### config.mk
export PLATFORM = sky130hd
export DESIGN_NAME = sorted_min_priority_queue
export DESIGN_NICKNAME = d
export VERILOG_FILES = /design/src/rtl/core/smpq_pkg.sv /design/src/rtl/core/sorted_min_priority_queue.sv /design/src/rtl/core/smpq_cell.sv
export SDC_FILE = /design/constraint.sdc
export NUM_CORES = 2
export LEC_CHECK = 0
export BUFFER_PORTS_ARGS = -buffer_cell sky130_fd_sc_hd__buf_2
export CAP_MARGIN = 20
export CORE_UTILIZATION = 25
export DETAILED_ROUTE_END_ITERATION = 10
export HOLD_SLACK_MARGIN = 0.15
export PLACE_DENSITY = 0.45
export SLEW_MARGIN = 0
export SYNTH_ARGS = -nofsm -noshare
export SYNTH_HDL_FRONTEND = slang
export SYNTH_SLANG_ARGS = --single-unit
### constraint.sdc
create_clock -name i_clk -period 14.5 [get_ports i_clk]
set_clock_uncertainty 0.1 [all_clocks]
set_input_delay 1.45 -clock i_clk [delete_from_list [all_inputs] [get_ports i_clk]]
set_output_delay 1.45 -clock i_clk [all_outputs]
set_load 0.02 [all_outputs]
### src/rtl/core/smpq_pkg.sv
// Package: sizes, cell control and beat types for the sorted minimum priority queue.
package smpq_pkg;

    localparam int QUEUE_DEPTH = 64;
    localparam int VALUE_BITS  = 16;
    localparam int COUNT_BITS  = $clog2(QUEUE_DEPTH + 1);

    localparam logic MODE_PUSH = 1'b0;
    localparam logic MODE_POP  = 1'b1;

    typedef logic [VALUE_BITS-1:0] t_value;
    typedef logic [COUNT_BITS-1:0] t_count;

    typedef struct packed {
        logic   push;
        logic   pop;
        t_value value;
    } t_cell_ctl;

    typedef struct packed {
        logic        mode;
        logic [15:0] priority_value;
    } t_in_item;

    typedef struct packed {
        logic [15:0] head_value;
        logic        queue_empty;
        logic        queue_full;
        logic [6:0]  occupancy;
        logic        op_error;
    } t_out_item;

endpackage

### src/rtl/core/sorted_min_priority_queue.sv
// Top level: sorted minimum priority queue built from a chain of slot cells.
//
//  channel | direction | handshake                 | beat
//  in      | input     | i_in_valid / o_in_stall   | t_in_item  (mode, priority_value)
//  out     | output    | o_out_valid / i_out_stall | t_out_item (head, flags, occupancy)
//
// One push or pop per cycle unless stalled; result appears the cycle after acceptance.
// All slots compare against the pushed value at once and shift in the same cycle.
// Reset clears the entry count and output valid; slot contents are not cleared.
// The input stalls only while a result is held under output stall.
module sorted_min_priority_queue
    import smpq_pkg::*;
(
    input  logic      i_clk,
    input  logic      i_rst_n,
    input  logic      i_in_valid,
    output logic      o_in_stall,
    input  t_in_item  i_in_item,
    output logic      o_out_valid,
    input  logic      i_out_stall,
    output t_out_item o_out_item
);

    t_count    r_count;
    t_count    n_count;
    logic      r_out_valid;
    t_out_item r_out_item;
    t_out_item n_out_item;

    logic      accept;
    logic      is_full;
    logic      is_empty;
    logic      op_err;
    t_cell_ctl ctl;
    t_value    n_head;

    t_value    cell_value [QUEUE_DEPTH];
    logic      cell_lt    [QUEUE_DEPTH];

    assign o_in_stall = r_out_valid && i_out_stall;
    assign accept     = i_in_valid && !o_in_stall;
    assign is_full    = (r_count == t_count'(QUEUE_DEPTH));
    assign is_empty   = (r_count == '0);

    always_comb begin
        op_err    = (i_in_item.mode == MODE_PUSH) ? is_full : is_empty;
        ctl.value = VALUE_BITS'(i_in_item.priority_value);
        ctl.push  = accept && (i_in_item.mode == MODE_PUSH) && !is_full;
        ctl.pop   = accept && (i_in_item.mode == MODE_POP) && !is_empty;
    end

    for (genvar g = 0; g < QUEUE_DEPTH; g++) begin : g_cell
        logic   occ;
        t_value left_value;
        logic   left_lt;
        t_value right_value;

        assign occ = (t_count'(g) < r_count);

        if (g == 0) begin : g_first
            assign left_value = ctl.value;
            assign left_lt    = 1'b1;
        end else begin : g_mid
            assign left_value = cell_value[g-1];
            assign left_lt    = cell_lt[g-1];
        end

        if (g == QUEUE_DEPTH - 1) begin : g_last
            assign right_value = cell_value[g];
        end else begin : g_inner
            assign right_value = cell_value[g+1];
        end

        smpq_cell u_cell (
            .i_clk         (i_clk),
            .i_ctl         (ctl),
            .i_occ         (occ),
            .i_left_value  (left_value),
            .i_left_lt     (left_lt),
            .i_right_value (right_value),
            .o_value       (cell_value[g]),
            .o_lt          (cell_lt[g])
        );
    end

    always_comb begin
        n_count = r_count;
        if (ctl.push) begin
            n_count = r_count + t_count'(1);
        end else if (ctl.pop) begin
            n_count = r_count - t_count'(1);
        end

        if (ctl.push) begin
            n_head = cell_lt[0] ? cell_value[0] : ctl.value;
        end else if (ctl.pop) begin
            n_head = (QUEUE_DEPTH > 1) ? cell_value[1] : cell_value[0];
        end else begin
            n_head = cell_value[0];
        end

        n_out_item.head_value  = (n_count == '0) ? 16'd0 : 16'(n_head);
        n_out_item.queue_empty = (n_count == '0);
        n_out_item.queue_full  = (n_count == t_count'(QUEUE_DEPTH));
        n_out_item.occupancy   = 7'(n_count);
        n_out_item.op_error    = op_err;
    end

    always_ff @(posedge i_clk) begin
        if (!i_rst_n) begin
            r_count     <= '0;
            r_out_valid <= 1'b0;
        end else begin
            r_count <= n_count;
            if (accept) begin
                r_out_valid <= 1'b1;
            end else if (!i_out_stall) begin
                r_out_valid <= 1'b0;
            end
        end
    end

    always_ff @(posedge i_clk) begin
        if (accept) begin
            r_out_item <= n_out_item;
        end
    end

    assign o_out_valid = r_out_valid;
    assign o_out_item  = r_out_item;

    a_count_bound: assert property (@(posedge i_clk) disable iff (!i_rst_n)
        r_count <= t_count'(QUEUE_DEPTH))
        else $error("entry count above depth");

    a_push_grows: assert property (@(posedge i_clk) disable iff (!i_rst_n)
        accept && (i_in_item.mode == MODE_PUSH) && !is_full
        |=> r_count == $past(r_count) + t_count'(1))
        else $error("push did not grow the queue");

    a_error_holds: assert property (@(posedge i_clk) disable iff (!i_rst_n)
        accept && op_err |=> $stable(r_count) && o_out_item.op_error)
        else $error("refused operation changed the queue");

    a_result_follows: assert property (@(posedge i_clk) disable iff (!i_rst_n)
        accept |=> o_out_valid)
        else $error("accepted beat gave no result");

    a_occ_matches: assert property (@(posedge i_clk) disable iff (!i_rst_n)
        o_out_valid && !accept |-> o_out_item.occupancy == 7'(r_count))
        else $error("reported occupancy differs from entry count");

endmodule

### src/rtl/core/smpq_cell.sv
// One slot of the sorted chain: holds, shifts up on push, shifts down on pop.
module smpq_cell
    import smpq_pkg::*;
(
    input  logic      i_clk,
    input  t_cell_ctl i_ctl,
    input  logic      i_occ,
    input  t_value    i_left_value,
    input  logic      i_left_lt,
    input  t_value    i_right_value,
    output t_value    o_value,
    output logic      o_lt
);

    t_value r_value;
    t_value n_value;

    assign o_lt = i_occ && (r_value < i_ctl.value);

    always_comb begin
        n_value = r_value;
        if (i_ctl.push) begin
            if (o_lt) begin
                n_value = r_value;
            end else if (i_left_lt) begin
                n_value = i_ctl.value;
            end else begin
                n_value = i_left_value;
            end
        end else if (i_ctl.pop) begin
            n_value = i_right_value;
        end
    end

    always_ff @(posedge i_clk) begin
        r_value <= n_value;
    end

    assign o_value = r_value;

endmodule
Yosys cells after proc, flatten, opt, wreduce, memory -nomap -nowiden
Cells that the tools add are included.
{"block": "word_totals", "register_bits": 1058, "latchBits": 0, "ramBits": 0, "rom_bits": 0, "inputBits": 21, "output_inout_bits": 28, "elab_cells": 664, "memories": 0}
{"block": "op_classes", "addsub": 2, "multipliers": 0, "div_mod_pow": 0, "n_lt_le_gt_ge": 128, "eq_ne": 65, "shifts": 0, "muxes": 257, "bitwise": 2, "n_reduce_logical": 139}
{"operator": "$mux 16", "count": 252}
{"operator": "$lt 16x16->1", "count": 64}
{"operator": "$lt 6x7->1 const A", "count": 32}
{"operator": "$reduce_and 2->1", "count": 63}
{"operator": "$ne 2x2->1 const B", "count": 62}
{"operator": "$lt 5x7->1 const A", "count": 16}
{"operator": "$logic_and 1x1->1", "count": 70}
{"operator": "$lt 4x7->1 const A", "count": 8}
{"operator": "$lt 3x7->1 const A", "count": 4}
{"operator": "$eq 7x7->1 const B", "count": 2}
{"operator": "$logic_not 7->1", "count": 2}
{"operator": "$lt 1x7->1 const A", "count": 2}
{"operator": "$lt 2x7->1 const A", "count": 2}
{"operator": "$mux 7", "count": 2}
{"operator": "$add 7x1->7 const B", "count": 1}
{"operator": "$sub 7x1->7 const B", "count": 1}
{"operator": "$logic_not 1->1", "count": 3}
{"operator": "$mux 1", "count": 3}
{"operator": "$ne 2x1->1 const B", "count": 1}
{"operator": "$not 1->1", "count": 2}
{"operator": "$reduce_bool 2->1", "count": 1}

Depth between registers and ports, before layout
{"block": "depth", "depth_word": 8, "depth_mapped": 13, "ltp_nobuf": 9}

Cells and area by module
Synthesis repeated with hierarchy kept, for this count alone.
{"block": "hier_totals", "cells_unflattened": 8284, "area_unflattened_um2": 80139.4}
{"module": "smpq_cell", "n_inst": 64, "cells_each": 125, "area_each_um2": 1216.2, "seq_area_each_um2": 480.5}
{"module": "sorted_min_priority_queue", "n_inst": 1, "cells_each": 284, "area_each_um2": 2304.7, "seq_area_each_um2": 940.9}

Worst setup path after synthesis
OpenSTA, ideal clock, no wires.
{"block": "synth_path", "kind": "input -> register", "from": "input port i_in_item[8] in the netlist's numbering", "to": "register g_cell[5].u_cell.r_value[0] (enable)", "setup_ns": 0.411, "t_arrival_ns": 5.404, "t_required_ns": 13.989, "setup_slack_ns": 8.585, "cell_stages": 9, "n_path_buf": 2, "cell_sequence": "clkbuf_1 > inv_1 > ha_1 > nand4_1 > or4_1 > o2111ai_1 > a21oi_1 > clkbuf_1 > o21ai_0"}
{"block": "synth_via", "elab_chain_cells": 4}
{"item": "start: declaration", "line_no": "sorted_min_priority_queue.sv:18", "source": "input t_in_item i_in_item,"}
{"item": "$lt 16x16->1", "line_no": "smpq_cell.sv:18", "source": "assign o_lt = i_occ && (r_value < i_ctl.value);"}
{"item": "$logic_and 1x1->1", "line_no": "smpq_cell.sv:18"}
{"item": "$ne 2x2->1 (no line)"}
{"item": "$reduce_and 2->1 (no line)"}
{"item": "end signal: assignment", "line_no": "smpq_cell.sv:36", "source": "r_value <= n_value;"}
{"item": "end: declaration", "line_no": "smpq_cell.sv:15", "source": "t_value r_value;"}
Every way passes these cells.
A chain may end at the register's enable or synchronous reset.

Worst setup path in the final report
{"block": "layout_path", "from": "register r_count[1]", "to": "register g_cell[8].u_cell.r_value[14] (enable)"}
{"block": "layout_via", "elab_chain_cells": 5, "word_cells_on_any_way": 11, "cone_classes": "order compare (1); eq/ne (2); reduce/logical (8)"}
{"item": "start: declaration", "line_no": "sorted_min_priority_queue.sv:24", "source": "t_count r_count;"}
{"item": "start signal: assignment", "line_no": "sorted_min_priority_queue.sv:114", "source": "r_count <= n_count;"}
{"item": "branches (longest 4 deep; another with $lt 4x7->1)"}
{"item": "$reduce_and 2->1 (no line) *"}
{"item": "end signal: assignment", "line_no": "smpq_cell.sv:36"}
{"item": "end: declaration", "line_no": "smpq_cell.sv:15"}
Mark *: on every way between the ends.

==> metrics.cfg <==
[logic_synthesis]
synthesis.area_sq_um=72090
ys_dominant_reg_cell=edfxtp_1
synth_fp_nets=7867
netlist_instances=6883
yosysSeqAreaShare=0.4374
yosysUniqueCellTypes=87
synth_edf_count=1034
syn_area_per_cell_sq_um=10.47
synth_top_area_share=0.4307
async_reset_ff_frac=0
yosys-top-cells-area=edfxtp_1 (43%), ha_1 (17%), a22oi_1 (5.8%), o21ai_0 (5.0%), nand2_1 (3.9%)
synth_area_leader_cell=edfxtp_1
ys_ff_latch=1058
synth_warnings=0

[worst_setup_path]
worstReg2RegEnd=g_cell[8].u_cell.o_value[14]$_DFFE_PP_
critPathKind=flip-flop to flip-flop
cp_cell_sequence=inv_1, ha_1, nor3b_2, a311o_2, buf_4, buf_4, buf_12, buf_4, o21ai_1, buf_4
reg2reg_depth=10
endpoint_kind=flip-flop
r2r_start=r_count[1]$_SDFF_PN0_
crit_fanout=117
crit_arrival_ns=6.66
ff2ff_setup_slack_ns=8.28
startpoint_type=flip-flop
slowest_stage=a311o_2
required_ns=14.93
worst-path-buf-inv=6
worst_path_most_repeated_cell=buf_4
cp_top_family=buffers and inverters
critical-path-max-stage-delay_ns=0.93

[routing]
routed_via_density=5.723
antenna_left=0
first_pass_iters=6
top_layer_used=met5
drtIter0Drc=7538
routed_wl_um=298500
dr_wl_met3_um=23000
vias=60870
wl_met2_um=130900
drc=0
routedLengthMet1_um=136000
wire_per_inst_um=28.07

[clocking]
htreeDepth=4
post_cts_buffers=0
cts_sinks=1058
cts_buffers=137
cts_tree=done
clk_latency_ns=0.82
ctsRootBufferMaster=clkbuf_16
clk_pin_slew_ns=0.06
cts_hold_buf=0
cts_resized=0
cts.path.max_buffers=3

[worst_hold_path]
hold_start=g_cell[0].u_cell.o_value[10]$_DFF_P_
min_to=g_cell[0].u_cell.o_value[10]$_DFF_P_
min_path_cells=2
hold_path_class=flip-flop to flip-flop

[run]
drv_cap=0

[cells_and_area]
nets=7747
design_area_sq_um=81150
layout_commonest_cell=edfxtp_1
drive_above_1_share=0.08663
area.growth.synth_to_final_pct=12.57
layout_common_cells=edfxtp_1 (1034), ha_1 (963), nand2_1 (736)

[grt]
grt_max_degree=198
antenna_found_initial=21
grt_pass1_wl_um=429600
track_usage=0.1985
first_global_vias=59190
grt_overflow=0

[die]
die_width_um=539.0
pin_count=49
core_sq_um=285900
start_util=0.2521
die_h_um=539.0
die-area_sq_um=290500
num_rows=196

[timing]
slew-limit-headroom=0.2208
tightest_slew_ns=1.166
setup_violations=0
fin_crit_sh=0.4291
finalHoldViolations=0
timing.fmax_mhz=160.7
drv_slew=0
finalSetupTns_ns=0
period_needed_ns=6.222
rsz0062_at_grt=no

[pwr]
p_leak_uw=0.03022
peakVddDrop_v=0.0001241
cellPowerDensity_nw_per_um2=128.4

[run_status]
status=completed

[placement]
place_area_sq_um=76730
port-buffer-count=48
gp_congestion=0.8834
dp_hpwl_um=207000

==> state kept, by name, indices dropped and copies added (netlist names) <==
name,count
g_cell.u_cell.o_value,1024
o_out_item,26
o_out_valid,1
r_count,7
==> synthesized netlist by cell type, drive strengths merged, types with 141 or more instances <==
cell type and instances:
a22oi 560, nand2 743, edfxtp 1034, nand4 141, a21oi 372, o21ai 729
ha 963, a21o 224, clkbuf 298, nor2 352, a221o 274, buf 210
==> report_power, final <==
| part | switching [uW] | total [uW] | internal [uW] |
|---|---|---|---|
| sequential | 537 | 4530 | 4000 |
| combinational | 1560 | 2490 | 924 |
| clock | 1460 | 3400 | 1940 |
==> worst max-delay path by stage <==
stage | from | endpoint | slack (ns) | depth (start not counted)
finish | r_count[1]$_SDFF_PN0_ | g_cell[8].u_cell.o_value[14]$_DFFE_PP_ | 8.28 | 10
CTS | r_count[1]$_SDFF_PN0_ | g_cell[8].u_cell.o_value[14]$_DFFE_PP_ | 8.46 | 10
global route | r_count[1]$_SDFF_PN0_ | g_cell[8].u_cell.o_value[14]$_DFFE_PP_ | 7.96 | 10
global placement | i_in_item[6] | g_cell[39].u_cell.o_value[0]$_DFFE_PP_ | 8.14 | 15
floorplan | i_in_item[8] | g_cell[5].u_cell.o_value[0]$_DFFE_PP_ | 8.59 | 9
detailed placement | i_in_item[6] | g_cell[55].u_cell.o_value[2]$_DFFE_PP_ | 8.24 | 12
==> worst register-to-register path: stages (launching register included) <==
cell	delay, ns
dfxtp_1	0.64
inv_1	0.46
ha_1	0.26
nor3b_2	0.55
a311o_2	0.93
buf_4	0.61
buf_4	0.63
buf_12	0.46
buf_4	0.86
o21ai_1	0.22
buf_4	0.25
==> kinds of logic after synthesis <==
logic type	Yosys count	share of synthesized area
XOR/XNOR	5	0.0007116
flip-flops	1058	0.4374
multiplexers	64	0.009164
AND/OR/NAND/NOR	1618	0.1024
buffers and inverters	559	0.03358
AO/OA/AOI/OAI	2616	0.2496
adder cells (fa/ha/maj)	963	0.1671
==> layer usage <==
| metal | global-route usage | up-vias |
|---|---|---|
| li1 | - | 27020 |
| met1 | 0.2838 | 30810 |
| met2 | 0.3046 | 2592 |
| met3 | 0.03354 | 442 |
| met4 | 0.05654 | 10 |
| met5 | 0 | - |
==> layout make-up <==
type | instances | area (sq um)
clock inverter | 67 | 573.1
multi-input combinational | 5266 | 38450
sequential | 1058 | 31530
clock buffer | 177 | 3705
inverter | 51 | 229.0
fill | 29800 | 204800
tap | 3762 | 4707
timing repair buffer | 249 | 1941
antenna | 6 | 15.01
==> per-stage QoR <==
step	power, uW	worst slack, ns	cells	hold slack (ns)	utilization
CTS	10420	8.457	10620	0.3993	0.2833
finish	10420	8.278	10640	0.3985	0.2838
detailed placement	7019	8.242	10380	0.3894	0.2683
global placement	6949	8.144	10370	0.4026	0.2680
global route	10880	7.957	10630	0.4155	0.2837
floorplan	5946	8.585	6883	0.3532	-
(Power assumes the default switching activity.)
